File: config.mk
export PLATFORM = sky130hd
export DESIGN_NAME = byte_escape_inserter_unit_flat
export DESIGN_NICKNAME = d
export VERILOG_FILES = /design/src/hw/rtl/bei_pkg.sv /design/src/hw/rtl/bei_if.sv /design/src/hw/rtl/bei_cfg.sv /design/src/hw/rtl/bei_emit.sv /design/src/hw/rtl/byte_escape_inserter_unit.sv /design/src/flat_wrapper.sv
export SDC_FILE = /design/constraint.sdc
export NUM_CORES = 1
export LEC_CHECK = 0
export ABC_AREA = 1
export CAP_MARGIN = 10
export CORE_MARGIN = 5
export CORE_UTILIZATION = 57
export DETAILED_ROUTE_END_ITERATION = 10
export DONT_BUFFER_PORTS = 1
export GPL_ROUTABILITY_DRIVEN = 0
export PLACE_DENSITY = 0.72
export SLEW_MARGIN = 20
export SYNTH_ARGS = -nofsm -noshare
export SYNTH_HDL_FRONTEND = slang
export SYNTH_SLANG_ARGS = --single-unit
File: constraint.sdc
create_clock -name i_clk -period 2.8 [get_ports i_clk]
set_input_delay 0.56 -clock i_clk [delete_from_list [all_inputs] [get_ports i_clk]]
set_output_delay 0.56 -clock i_clk [all_outputs]
set_load 0.02 [all_outputs]
File: src/hw/rtl/bei_pkg.sv
package bei_pkg;

    localparam int BYTE_W             = 8;
    localparam int CFG_W              = 64;
    localparam int SET_W              = 256;
    localparam int PLEN_W             = 4;
    localparam int REG_IDX_W          = 3;
    localparam int MAX_PREFIX_LEN_DEF = 8;

    typedef logic [BYTE_W-1:0] t_byte;

    typedef enum logic [REG_IDX_W-1:0] {
        REG_SET_0_63     = 3'd0,
        REG_SET_64_127   = 3'd1,
        REG_SET_128_191  = 3'd2,
        REG_SET_192_255  = 3'd3,
        REG_PREFIX_BYTES = 3'd4,
        REG_PREFIX_LEN   = 3'd5
    } t_reg_idx;

    typedef struct packed {
        logic [SET_W-1:0]  set_bits;
        logic [CFG_W-1:0]  prefix_bytes;
        logic [PLEN_W-1:0] prefix_len;
    } t_cfg;

endpackage

File: src/hw/rtl/bei_if.sv
interface bei_in_if;
    logic             valid;
    logic             ready;
    bei_pkg::t_byte   data_byte;
    logic             string_end;

    modport source (output valid, output data_byte, output string_end, input ready);
    modport sink   (input valid, input data_byte, input string_end, output ready);
endinterface

interface bei_out_if;
    logic             valid;
    logic             ready;
    bei_pkg::t_byte   out_byte;
    logic             run_last;
    logic             string_last;

    modport source (output valid, output out_byte, output run_last, output string_last,
                    input ready);
    modport sink   (input valid, input out_byte, input run_last, input string_last,
                    output ready);
endinterface

File: src/hw/rtl/bei_cfg.sv
module bei_cfg (
    input  logic                            i_clk,
    input  logic                            i_rst_n,
    input  logic                            i_cfg_we,
    input  logic [bei_pkg::REG_IDX_W-1:0]   i_cfg_idx,
    input  logic [bei_pkg::CFG_W-1:0]       i_cfg_data,
    output bei_pkg::t_cfg                   o_cfg
);

    bei_pkg::t_cfg r_cfg;
    bei_pkg::t_cfg n_cfg;

    always_comb begin
        n_cfg = r_cfg;
        if (i_cfg_we) begin
            unique case (bei_pkg::t_reg_idx'(i_cfg_idx))
                bei_pkg::REG_SET_0_63:     n_cfg.set_bits[63:0]    = i_cfg_data;
                bei_pkg::REG_SET_64_127:   n_cfg.set_bits[127:64]  = i_cfg_data;
                bei_pkg::REG_SET_128_191:  n_cfg.set_bits[191:128] = i_cfg_data;
                bei_pkg::REG_SET_192_255:  n_cfg.set_bits[255:192] = i_cfg_data;
                bei_pkg::REG_PREFIX_BYTES: n_cfg.prefix_bytes      = i_cfg_data;
                bei_pkg::REG_PREFIX_LEN:   n_cfg.prefix_len =
                                               i_cfg_data[bei_pkg::PLEN_W-1:0];
                default:                   n_cfg = r_cfg;
            endcase
        end
    end

    always_ff @(posedge i_clk) begin
        if (!i_rst_n) begin
            r_cfg <= '0;
        end else begin
            r_cfg <= n_cfg;
        end
    end

    assign o_cfg = r_cfg;

endmodule

File: src/hw/rtl/bei_emit.sv
module bei_emit #(
    parameter int MAX_PREFIX_LEN = bei_pkg::MAX_PREFIX_LEN_DEF
) (
    input  logic          i_clk,
    input  logic          i_rst_n,
    input  bei_pkg::t_cfg i_cfg,
    bei_in_if.sink        i_item,
    bei_out_if.source     o_item
);

    localparam int CW = $clog2(MAX_PREFIX_LEN + 1);
    localparam int IW = (MAX_PREFIX_LEN > 1) ? $clog2(MAX_PREFIX_LEN) : 1;

    bei_pkg::t_byte prefix_arr [MAX_PREFIX_LEN];

    logic           r_a_valid;
    bei_pkg::t_byte r_a_byte;
    logic           r_a_end;
    logic           r_a_dbl;
    logic [CW-1:0]  r_a_npre;
    logic [CW-1:0]  r_a_idx;

    logic           n_a_valid;
    bei_pkg::t_byte n_a_byte;
    logic           n_a_end;
    logic           n_a_dbl;
    logic [CW-1:0]  n_a_npre;
    logic [CW-1:0]  n_a_idx;

    logic           r_o_valid;
    bei_pkg::t_byte r_o_byte;
    logic           r_o_run_last;
    logic           r_o_str_last;

    logic           n_o_valid;
    bei_pkg::t_byte n_o_byte;
    logic           n_o_run_last;
    logic           n_o_str_last;

    logic           esc_hit;
    logic [CW-1:0]  plen_sat;
    logic           a_last;
    logic           out_free;
    logic           a_move;
    logic           in_ready;
    logic           in_acc;

    always_comb begin
        for (int i = 0; i < MAX_PREFIX_LEN; i++) begin
            prefix_arr[i] = i_cfg.prefix_bytes[i*bei_pkg::BYTE_W +: bei_pkg::BYTE_W];
        end
    end

    assign esc_hit  = i_cfg.set_bits[i_item.data_byte];
    assign plen_sat = (i_cfg.prefix_len > bei_pkg::PLEN_W'(MAX_PREFIX_LEN))
                    ? CW'(MAX_PREFIX_LEN) : CW'(i_cfg.prefix_len);

    assign a_last   = (r_a_idx == r_a_npre);
    assign out_free = !r_o_valid || o_item.ready;
    assign a_move   = r_a_valid && out_free;
    assign in_ready = !r_a_valid || (a_move && a_last);
    assign in_acc   = i_item.valid && in_ready;

    always_comb begin
        n_a_valid = r_a_valid;
        n_a_byte  = r_a_byte;
        n_a_end   = r_a_end;
        n_a_dbl   = r_a_dbl;
        n_a_npre  = r_a_npre;
        n_a_idx   = r_a_idx;
        priority if (in_acc) begin
            n_a_valid = 1'b1;
            n_a_byte  = i_item.data_byte;
            n_a_end   = i_item.string_end;
            n_a_dbl   = (plen_sat == '0);
            n_a_npre  = !esc_hit ? '0 : ((plen_sat == '0) ? CW'(1) : plen_sat);
            n_a_idx   = '0;
        end else if (a_move && a_last) begin
            n_a_valid = 1'b0;
        end else if (a_move) begin
            n_a_idx   = r_a_idx + CW'(1);
        end else begin
            n_a_valid = r_a_valid;
        end
    end

    always_comb begin
        n_o_valid    = r_o_valid;
        n_o_byte     = r_o_byte;
        n_o_run_last = r_o_run_last;
        n_o_str_last = r_o_str_last;
        priority if (a_move) begin
            n_o_valid = 1'b1;
            if (a_last) begin
                n_o_byte     = r_a_byte;
                n_o_run_last = 1'b1;
                n_o_str_last = r_a_end;
            end else begin
                n_o_byte     = r_a_dbl ? r_a_byte : prefix_arr[r_a_idx[IW-1:0]];
                n_o_run_last = 1'b0;
                n_o_str_last = 1'b0;
            end
        end else if (o_item.ready) begin
            n_o_valid = 1'b0;
        end else begin
            n_o_valid = r_o_valid;
        end
    end

    always_ff @(posedge i_clk) begin
        if (!i_rst_n) begin
            r_a_valid <= 1'b0;
            r_o_valid <= 1'b0;
        end else begin
            r_a_valid <= n_a_valid;
            r_o_valid <= n_o_valid;
        end
    end

    always_ff @(posedge i_clk) begin
        r_a_byte     <= n_a_byte;
        r_a_end      <= n_a_end;
        r_a_dbl      <= n_a_dbl;
        r_a_npre     <= n_a_npre;
        r_a_idx      <= n_a_idx;
        r_o_byte     <= n_o_byte;
        r_o_run_last <= n_o_run_last;
        r_o_str_last <= n_o_str_last;
    end

    assign i_item.ready       = in_ready;
    assign o_item.valid       = r_o_valid;
    assign o_item.out_byte    = r_o_byte;
    assign o_item.run_last    = r_o_run_last;
    assign o_item.string_last = r_o_str_last;

endmodule

File: src/hw/rtl/byte_escape_inserter_unit.sv
// Byte escape inserter.
// i_item carries one byte of a string per item (data_byte, string_end).
// o_item carries the results: out_byte, run_last on the last result of an
// input byte, string_last on that last result when the input closed a string.
// A byte marked in the 256-bit escape set is preceded by the configured escape
// sequence (1 to MAX_PREFIX_LEN bytes); with escape length zero it goes out
// twice. Other bytes go out once.
// Configuration: i_cfg_we, i_cfg_idx, i_cfg_data write one register per cycle;
// write only while no item is in flight.
// The first result of an item passes through the emit stage register and then
// the output register.
// Throughput: one result per cycle from the single emit stage while results
// are taken; a plain byte gives one result, an escaped byte prefix length + 1
// (2 when doubled); the input is held off while an escaped byte emits.
// Reset clears all configuration and empties the stages.
// A stalled receiver holds the output register; one more item is taken into
// the emit stage, after which i_item.ready drops until results move on.
module byte_escape_inserter_unit #(
    parameter int MAX_PREFIX_LEN = bei_pkg::MAX_PREFIX_LEN_DEF
) (
    input  logic                            i_clk,
    input  logic                            i_rst_n,
    bei_in_if.sink                          i_item,
    bei_out_if.source                       o_item,
    input  logic                            i_cfg_we,
    input  logic [bei_pkg::REG_IDX_W-1:0]   i_cfg_idx,
    input  logic [bei_pkg::CFG_W-1:0]       i_cfg_data
);

    bei_pkg::t_cfg cfg;

    bei_cfg u_cfg (
        .i_clk      (i_clk),
        .i_rst_n    (i_rst_n),
        .i_cfg_we   (i_cfg_we),
        .i_cfg_idx  (i_cfg_idx),
        .i_cfg_data (i_cfg_data),
        .o_cfg      (cfg)
    );

    bei_emit #(
        .MAX_PREFIX_LEN (MAX_PREFIX_LEN)
    ) u_emit (
        .i_clk   (i_clk),
        .i_rst_n (i_rst_n),
        .i_cfg   (cfg),
        .i_item  (i_item),
        .o_item  (o_item)
    );

endmodule

File: src/flat_wrapper.sv
// flat-port wrapper written by rule: the top's interface ports become plain ports
module byte_escape_inserter_unit_flat 
#(
    parameter int MAX_PREFIX_LEN = bei_pkg::MAX_PREFIX_LEN_DEF
)
  (i_clk, i_rst_n, i_cfg_we, i_cfg_idx, i_cfg_data, i_item_valid, i_item_data_byte, i_item_string_end, i_item_ready, o_item_valid, o_item_out_byte, o_item_run_last, o_item_string_last, o_item_ready);
  bei_in_if i_item_i ();
  bei_out_if o_item_i ();
  input  logic i_clk;
  input  logic i_rst_n;
  input  logic i_cfg_we;
  input  logic [bei_pkg::REG_IDX_W-1:0] i_cfg_idx;
  input  logic [bei_pkg::CFG_W-1:0] i_cfg_data;
  input wire logic [$bits(i_item_i.valid)-1:0] i_item_valid;
  input wire logic [$bits(i_item_i.data_byte)-1:0] i_item_data_byte;
  input wire logic [$bits(i_item_i.string_end)-1:0] i_item_string_end;
  output wire logic [$bits(i_item_i.ready)-1:0] i_item_ready;
  output wire logic [$bits(o_item_i.valid)-1:0] o_item_valid;
  output wire logic [$bits(o_item_i.out_byte)-1:0] o_item_out_byte;
  output wire logic [$bits(o_item_i.run_last)-1:0] o_item_run_last;
  output wire logic [$bits(o_item_i.string_last)-1:0] o_item_string_last;
  input wire logic [$bits(o_item_i.ready)-1:0] o_item_ready;
  assign i_item_i.valid = i_item_valid;
  assign i_item_i.data_byte = i_item_data_byte;
  assign i_item_i.string_end = i_item_string_end;
  assign i_item_ready = i_item_i.ready;
  assign o_item_valid = o_item_i.valid;
  assign o_item_out_byte = o_item_i.out_byte;
  assign o_item_run_last = o_item_i.run_last;
  assign o_item_string_last = o_item_i.string_last;
  assign o_item_i.ready = o_item_ready;
  byte_escape_inserter_unit #(.MAX_PREFIX_LEN(MAX_PREFIX_LEN)) u_core (.i_clk(i_clk), .i_rst_n(i_rst_n), .i_item(i_item_i), .o_item(o_item_i), .i_cfg_we(i_cfg_we), .i_cfg_idx(i_cfg_idx), .i_cfg_data(i_cfg_data));
endmodule
### Yosys cells after proc, flatten, opt, wreduce, memory -nomap -nowiden

Index checks and enable logic that the tools add are counted.
W data, S select, Z words.

| storage, ports and cells | value |
|---|---|
| bits in registers | 354 |
| input bits | 81 |

| cells by class | value |
|---|---|
| add/subtract/negate cells | 1 |
| magnitude comparators | 3 |
| equal/unequal tests | 6 |
| mux-type cells | 14 |
| bitwise operators | 3 |
| reduce and logical (&&, ||, !) cells | 19 |

Operators with widths:

| operator | count |
|---|---|
| $mux W8 | 4 |
| $bmux W8 S3 | 1 |
| $reduce_and A2 Y1 | 7 |
| $lt A8 B9 Y1 const B | 1 |
| $bmux W1 S8 | 1 |
| $mux W1 | 7 |
| $eq A3 B2 Y1 const B | 2 |
| $eq A3 B3 Y1 const B | 2 |
| $add A4 B1 Y4 const B | 1 |
| $eq A4 B4 Y1 | 1 |
| $ge A4 B4 Y1 const B | 1 |
| $gt A4 B4 Y1 const B | 1 |
| $logic_not A4 Y1 | 1 |
| $mux W4 | 1 |
| $not A3 Y4 | 1 |
| $reduce_bool A2 Y1 | 2 |
| $eq A3 B1 Y1 const B | 1 |
| $logic_and A1 B1 Y1 | 3 |
| $logic_not A3 Y1 | 1 |
| $logic_not A1 Y1 | 2 |
| $logic_or A1 B1 Y1 | 2 |
| $not A1 Y1 | 2 |
| $reduce_or A2 Y1 | 1 |

### Depth between registers and ports, before layout

| logic depth | value |
|---|---|
| depth in word-level cells | 7 |
| depth in mapped cells | 13 |

### Hierarchy

A second synthesis with hierarchy kept.

| second synthesis, totals | value |
|---|---|
| cell total of the unflattened synthesis | 2,610 |
| area total of the unflattened synthesis | 17,122.7 µm² |

Modules (own cells, without submodules):

| module | times used | cells each | area an instance (µm²) | sequential area each (µm²) |
|---|---|---|---|---|
| bei_cfg | 1 | 1,840 | 12,769.7 | 6,486.2 |
| bei_emit | 1 | 770 | 4,352.9 | 840.8 |

### Worst setup path after synthesis

Ideal clock, no wire load.

| timing path | value |
|---|---|
| kind | register to register |
| start | register u_core.u_emit.r_a_idx[2] |
| end | register u_core.u_emit.r_a_byte[0] (enable) |
| setup time | 0.354 ns |
| arrival | 1.813 ns |
| slack | 0.633 ns |
| cell stages (with the launch flop) | 8 |
| path buffers | 1 |
| period minus slack after synthesis | 2.167 ns |
| cells stage by stage | dfxtp_1 clkbuf_1 xor2_1 nor4_1 inv_1 o21ai_2 nand2_1 inv_1 |

| between the ends | value |
|---|---|
| word-level cells in the longest chain between the ends | 4 |

Ends and longest elaborated chain:

| item | line | text |
|---|---|---|
| start, declared | bei_emit.sv:21 | `logic [CW-1:0] r_a_idx;` |
| start signal, assigned | bei_emit.sv:125 | `r_a_idx <= n_a_idx;` |
| $eq A4 B4 Y1 | bei_emit.sv:58 | `assign a_last = (r_a_idx == r_a_npre);` |
| $logic_and A1 B1 Y1 | bei_emit.sv:61 | `assign in_ready = !r_a_valid \|\| (a_move && a_last);` |
| $logic_or A1 B1 Y1 | bei_emit.sv:61 |  |
| net i_item_ready | flat_wrapper.sv:17 | `output wire logic [$bits(i_item_i.ready)-1:0] i_item_ready;` |
| $logic_and A1 B1 Y1 | bei_emit.sv:62 | `assign in_acc = i_item.valid && in_ready;` |
| net u_core.u_emit.in_acc | bei_emit.sv:46 | `logic in_acc;` |
| end signal, assigned | bei_emit.sv:121 | `r_a_byte <= n_a_byte;` |
| end, declared | bei_emit.sv:17 | `bei_pkg::t_byte r_a_byte;` |

The timed path passes the listed nets, and every way through them passes these cells.
A chain may end at the register's enable or synchronous reset.

### Worst setup path in the final report

| timing path | value |
|---|---|
| start | register u_core.u_emit.r_a_idx[2] |
| end | output port i_item_ready |

| between the ends | value |
|---|---|
| word-level cells in the longest chain between the ends | 3 |

Ends and longest elaborated chain:

| item | line |
|---|---|
| $eq A4 B4 Y1 | bei_emit.sv:58 |
| $logic_and A1 B1 Y1 | bei_emit.sv:61 |
| $logic_or A1 B1 Y1 | bei_emit.sv:61 |
| end, declared | flat_wrapper.sv:17 |

Every way passes these cells.

==> flow_summary.json <==
{
  "post-place-ws_ns": 0.458,
  "area_growth_pct": 8.57,
  "design_area_um2": 16600,
  "skew_ns": 0.0150,
  "drt-pass1-iter-count": 6,
  "ys_ff_latch": 354,
  "peakVddDrop_v": 0.000581,
  "netlist_top_cells_area": "dfxtp_1, nor2_1, o21ai_0",
  "clk_pin_slew_worst_paths_ns": 0.06,
  "num_vias": 14120,
  "rrSetupSlack_ns": 0.49,
  "crit_chain": "xor2_1, nor4_1, buf_4, inv_1, o21ai_2, buf_4",
  "post-cts-setup-buffers": 0,
  "grt_pass1_vias": 13049,
  "boundaryPins": 93,
  "cts_tree": "yes",
  "drc": 0,
  "cp-end-kind": "output port",
  "fin_setup_tns_ns": 0,
  "wl_per_cell_um": 18.2,
  "design.core.area_um2": 26700,
  "fin_crit_ns": 2.58,
  "die_h_um": 174,
  "critical_path_depth": 6,
  "row_count": 60,
  "yosysTopAreaCell": "dfxtp_1",
  "grt_use_total": 0.283,
  "layout_common_cells": "nor2_1, o21ai_0, dfxtp_1, nand2_1, nand3_1",
  "worst_path_most_repeated_cell": "buf_4",
  "syn_nets": 2258,
  "drive_above_1_share": 0.0434,
  "die_area_um2": 30200,
  "synthCells": 2176,
  "crit_buf_inv": 3,
  "worst-endpoint-required_ns": 2.24,
  "fin_nets": 2154,
  "rsz0062_at_grt": "no",
  "antennaDiodeCount": 0,
  "status": "completed",
  "grt_overflow": 0,
  "start_util": 0.573,
  "grt_max_degree": 326,
  "clkSinkCount": 354,
  "crit_slowest_cell": "dfxtp_1",
  "ant_nets": 0,
  "maxCapViolations": 0,
  "setup.worst_path.end": "i_item_ready",
  "syn-cell-area_um2": 15300,
  "hold_path.class": "in -> reg",
  "ff2ff_path_depth": 6,
  "finalMaxSlewViolations": 0,
  "syn_avg_cell_area_um2": 7.02,
  "critPathMaxStageDelay_ns": 0.51,
  "vias_per_cell": 5.79,
  "dieWidth_um": 174,
  "arrival_ns": 2.02,
  "r2r-start": "u_core.u_emit.r_a_idx[0]",
  "setup_viol": 0,
  "nFillCells": 2431,
  "path_delay_family": "flip-flops",
  "relSlewSlack": 0.399,
  "worstMarginPinSlew_ns": 0.901,
  "htree_num_levels": 2,
  "cts_made_buffers": 38,
  "fmax_mhz": 388,
  "leakage_nw": 6.86,
  "insertion_delay_ns": 0.52,
  "grt_pass1_wl_um": 70600,
  "fin_total_pwr_mw": 11.4,
  "synth_cell_types": 23,
  "crit_start": "u_core.u_emit.r_a_idx[2]",
  "drtIter0Drc": 1569,
  "cts_buffer_depth": 3,
  "cts-root-buf": "clkbuf_16",
  "cp_max_fo": 11,
  "powerDensity_nw_per_um2": 684,
  "io_buffers": 0,
  "fin_crit_sh": 0.920,
  "mostFrequentLayoutCell": "nor2_1",
  "netlist.area_leader.share": 0.432,
  "final.setup.worst_slack_ns": 0.224,
  "place_hpwl_um": 26500,
  "fin_util": 0.623,
  "worst_setup_path_start_kind": "flop",
  "hold_buffers": 0,
  "ys_seq_area_frac": 0.479,
  "worstSetupPathType": "reg -> out",
  "routed_wirelength_um": 44400,
  "yosysWarnings": 0,
  "hold_violations": 0,
  "cts_resized": 0,
  "r2r_end": "u_core.u_emit.o_item.out_byte[6]",
  "antenna_found_initial": 0,
  "placed_area_um2": 15300
}
-- where the power goes --
part / switching [mW] / internal (mW)
Sequential: 0.118 / 5.31
Clock: 2.00 / 3.09
Combinational: 0.548 / 0.293
-- worst min-delay path by stage --
stage                                       start                 endpoint  slack (ns)  cells past startpoint
after floorplan           u_core.u_cfg.o_cfg[266]  u_core.u_cfg.o_cfg[266]        0.42                      2
after global placement    u_core.u_cfg.o_cfg[266]  u_core.u_cfg.o_cfg[266]        0.43                      2
after detailed placement  u_core.u_cfg.o_cfg[270]  u_core.u_cfg.o_cfg[270]        0.43                      2
after CTS                       i_item_string_end    u_core.u_emit.r_a_end        0.12                      0
after global routing            i_item_string_end    u_core.u_emit.r_a_end        0.12                      0
final                           i_item_string_end    u_core.u_emit.r_a_end        0.14                      0
-- layer usage --
metal	wire (um)	track usage	part of all wire
met1	18700	0.380	0.42
met2	20800	0.464	0.47
met3	3520	0.0491	0.079
met4	1360	0.0967	0.031
met5	0	0	0
-- sequential cells by signal, summed over array words and instances (netlist names) --
| name | flops |
|---|---|
| u_core.u_emit.r_a_end | 1 |
| u_core.u_cfg.o_cfg | 324 |
| u_core.u_emit.o_item.valid | 1 |
| u_core.u_emit.o_item.run_last | 1 |
| u_core.u_emit.o_item.string_last | 1 |
| u_core.u_emit.r_a_npre | 4 |
| u_core.u_emit.r_a_valid | 1 |
| u_core.u_emit.r_a_idx | 4 |
| u_core.u_emit.r_a_byte | 8 |
| u_core.u_emit.r_a_dbl | 1 |
| u_core.u_emit.o_item.out_byte | 8 |
-- Yosys cell counts (all sizes together) --
cell type  number
o221ai         12
ha              1
dfxtp         330
o21ai         361
mux2i          12
or2             1
nor3            2
nand2         273
clkbuf        133
o211ai          4
buf            34
a21oi          81
nand3         245
inv            98
nor2          555
o32ai           4
nor4            2
xor2            4
edfxtp         24
-- worst reg2reg max path: stages, from the launching register on --
cell      delay, ns
dfxtp_1        0.35
buf_4          0.40
inv_1          0.45
nor2_1         0.22
o221ai_1       0.28
o211ai_1       0.27
nand2_1        0.09
-- logic make-up (layout without fill, tap and decap cells) --
group,Yosys count,after routing,share of synthesized area
AOI/OAI and AO/OA,462,462,0.156
buffers and inverters,265,188,0.0679
and+or+nand+nor,1078,1078,0.286
adders and majority gates,1,1,0.000819
DFF,354,354,0.479
muxes,12,12,0.00786
xor gates and xnor gates,4,4,0.00229
-- layout make-up --
type                       count  area, um2  area share
tap                          341        427      0.0257
multi-input combinational   1557       6960       0.419
inverter                      98        370      0.0223
clock buffer                  56       1100      0.0663
sequential                   354       7330       0.442
timing repair buffer          23        251      0.0152
clock inverter                11        159     0.00958
-- per-stage QoR --
stage,hold slack (ns),cells
6_report,0.139,2440
5_1_grt,0.121,2440
4_1_cts,0.120,2440
3_5_place_dp,0.433,2373
3_3_place_gp,0.430,2373
2_1_floorplan,0.424,2176
No activity file was read; power rests on OpenSTA's default activity.
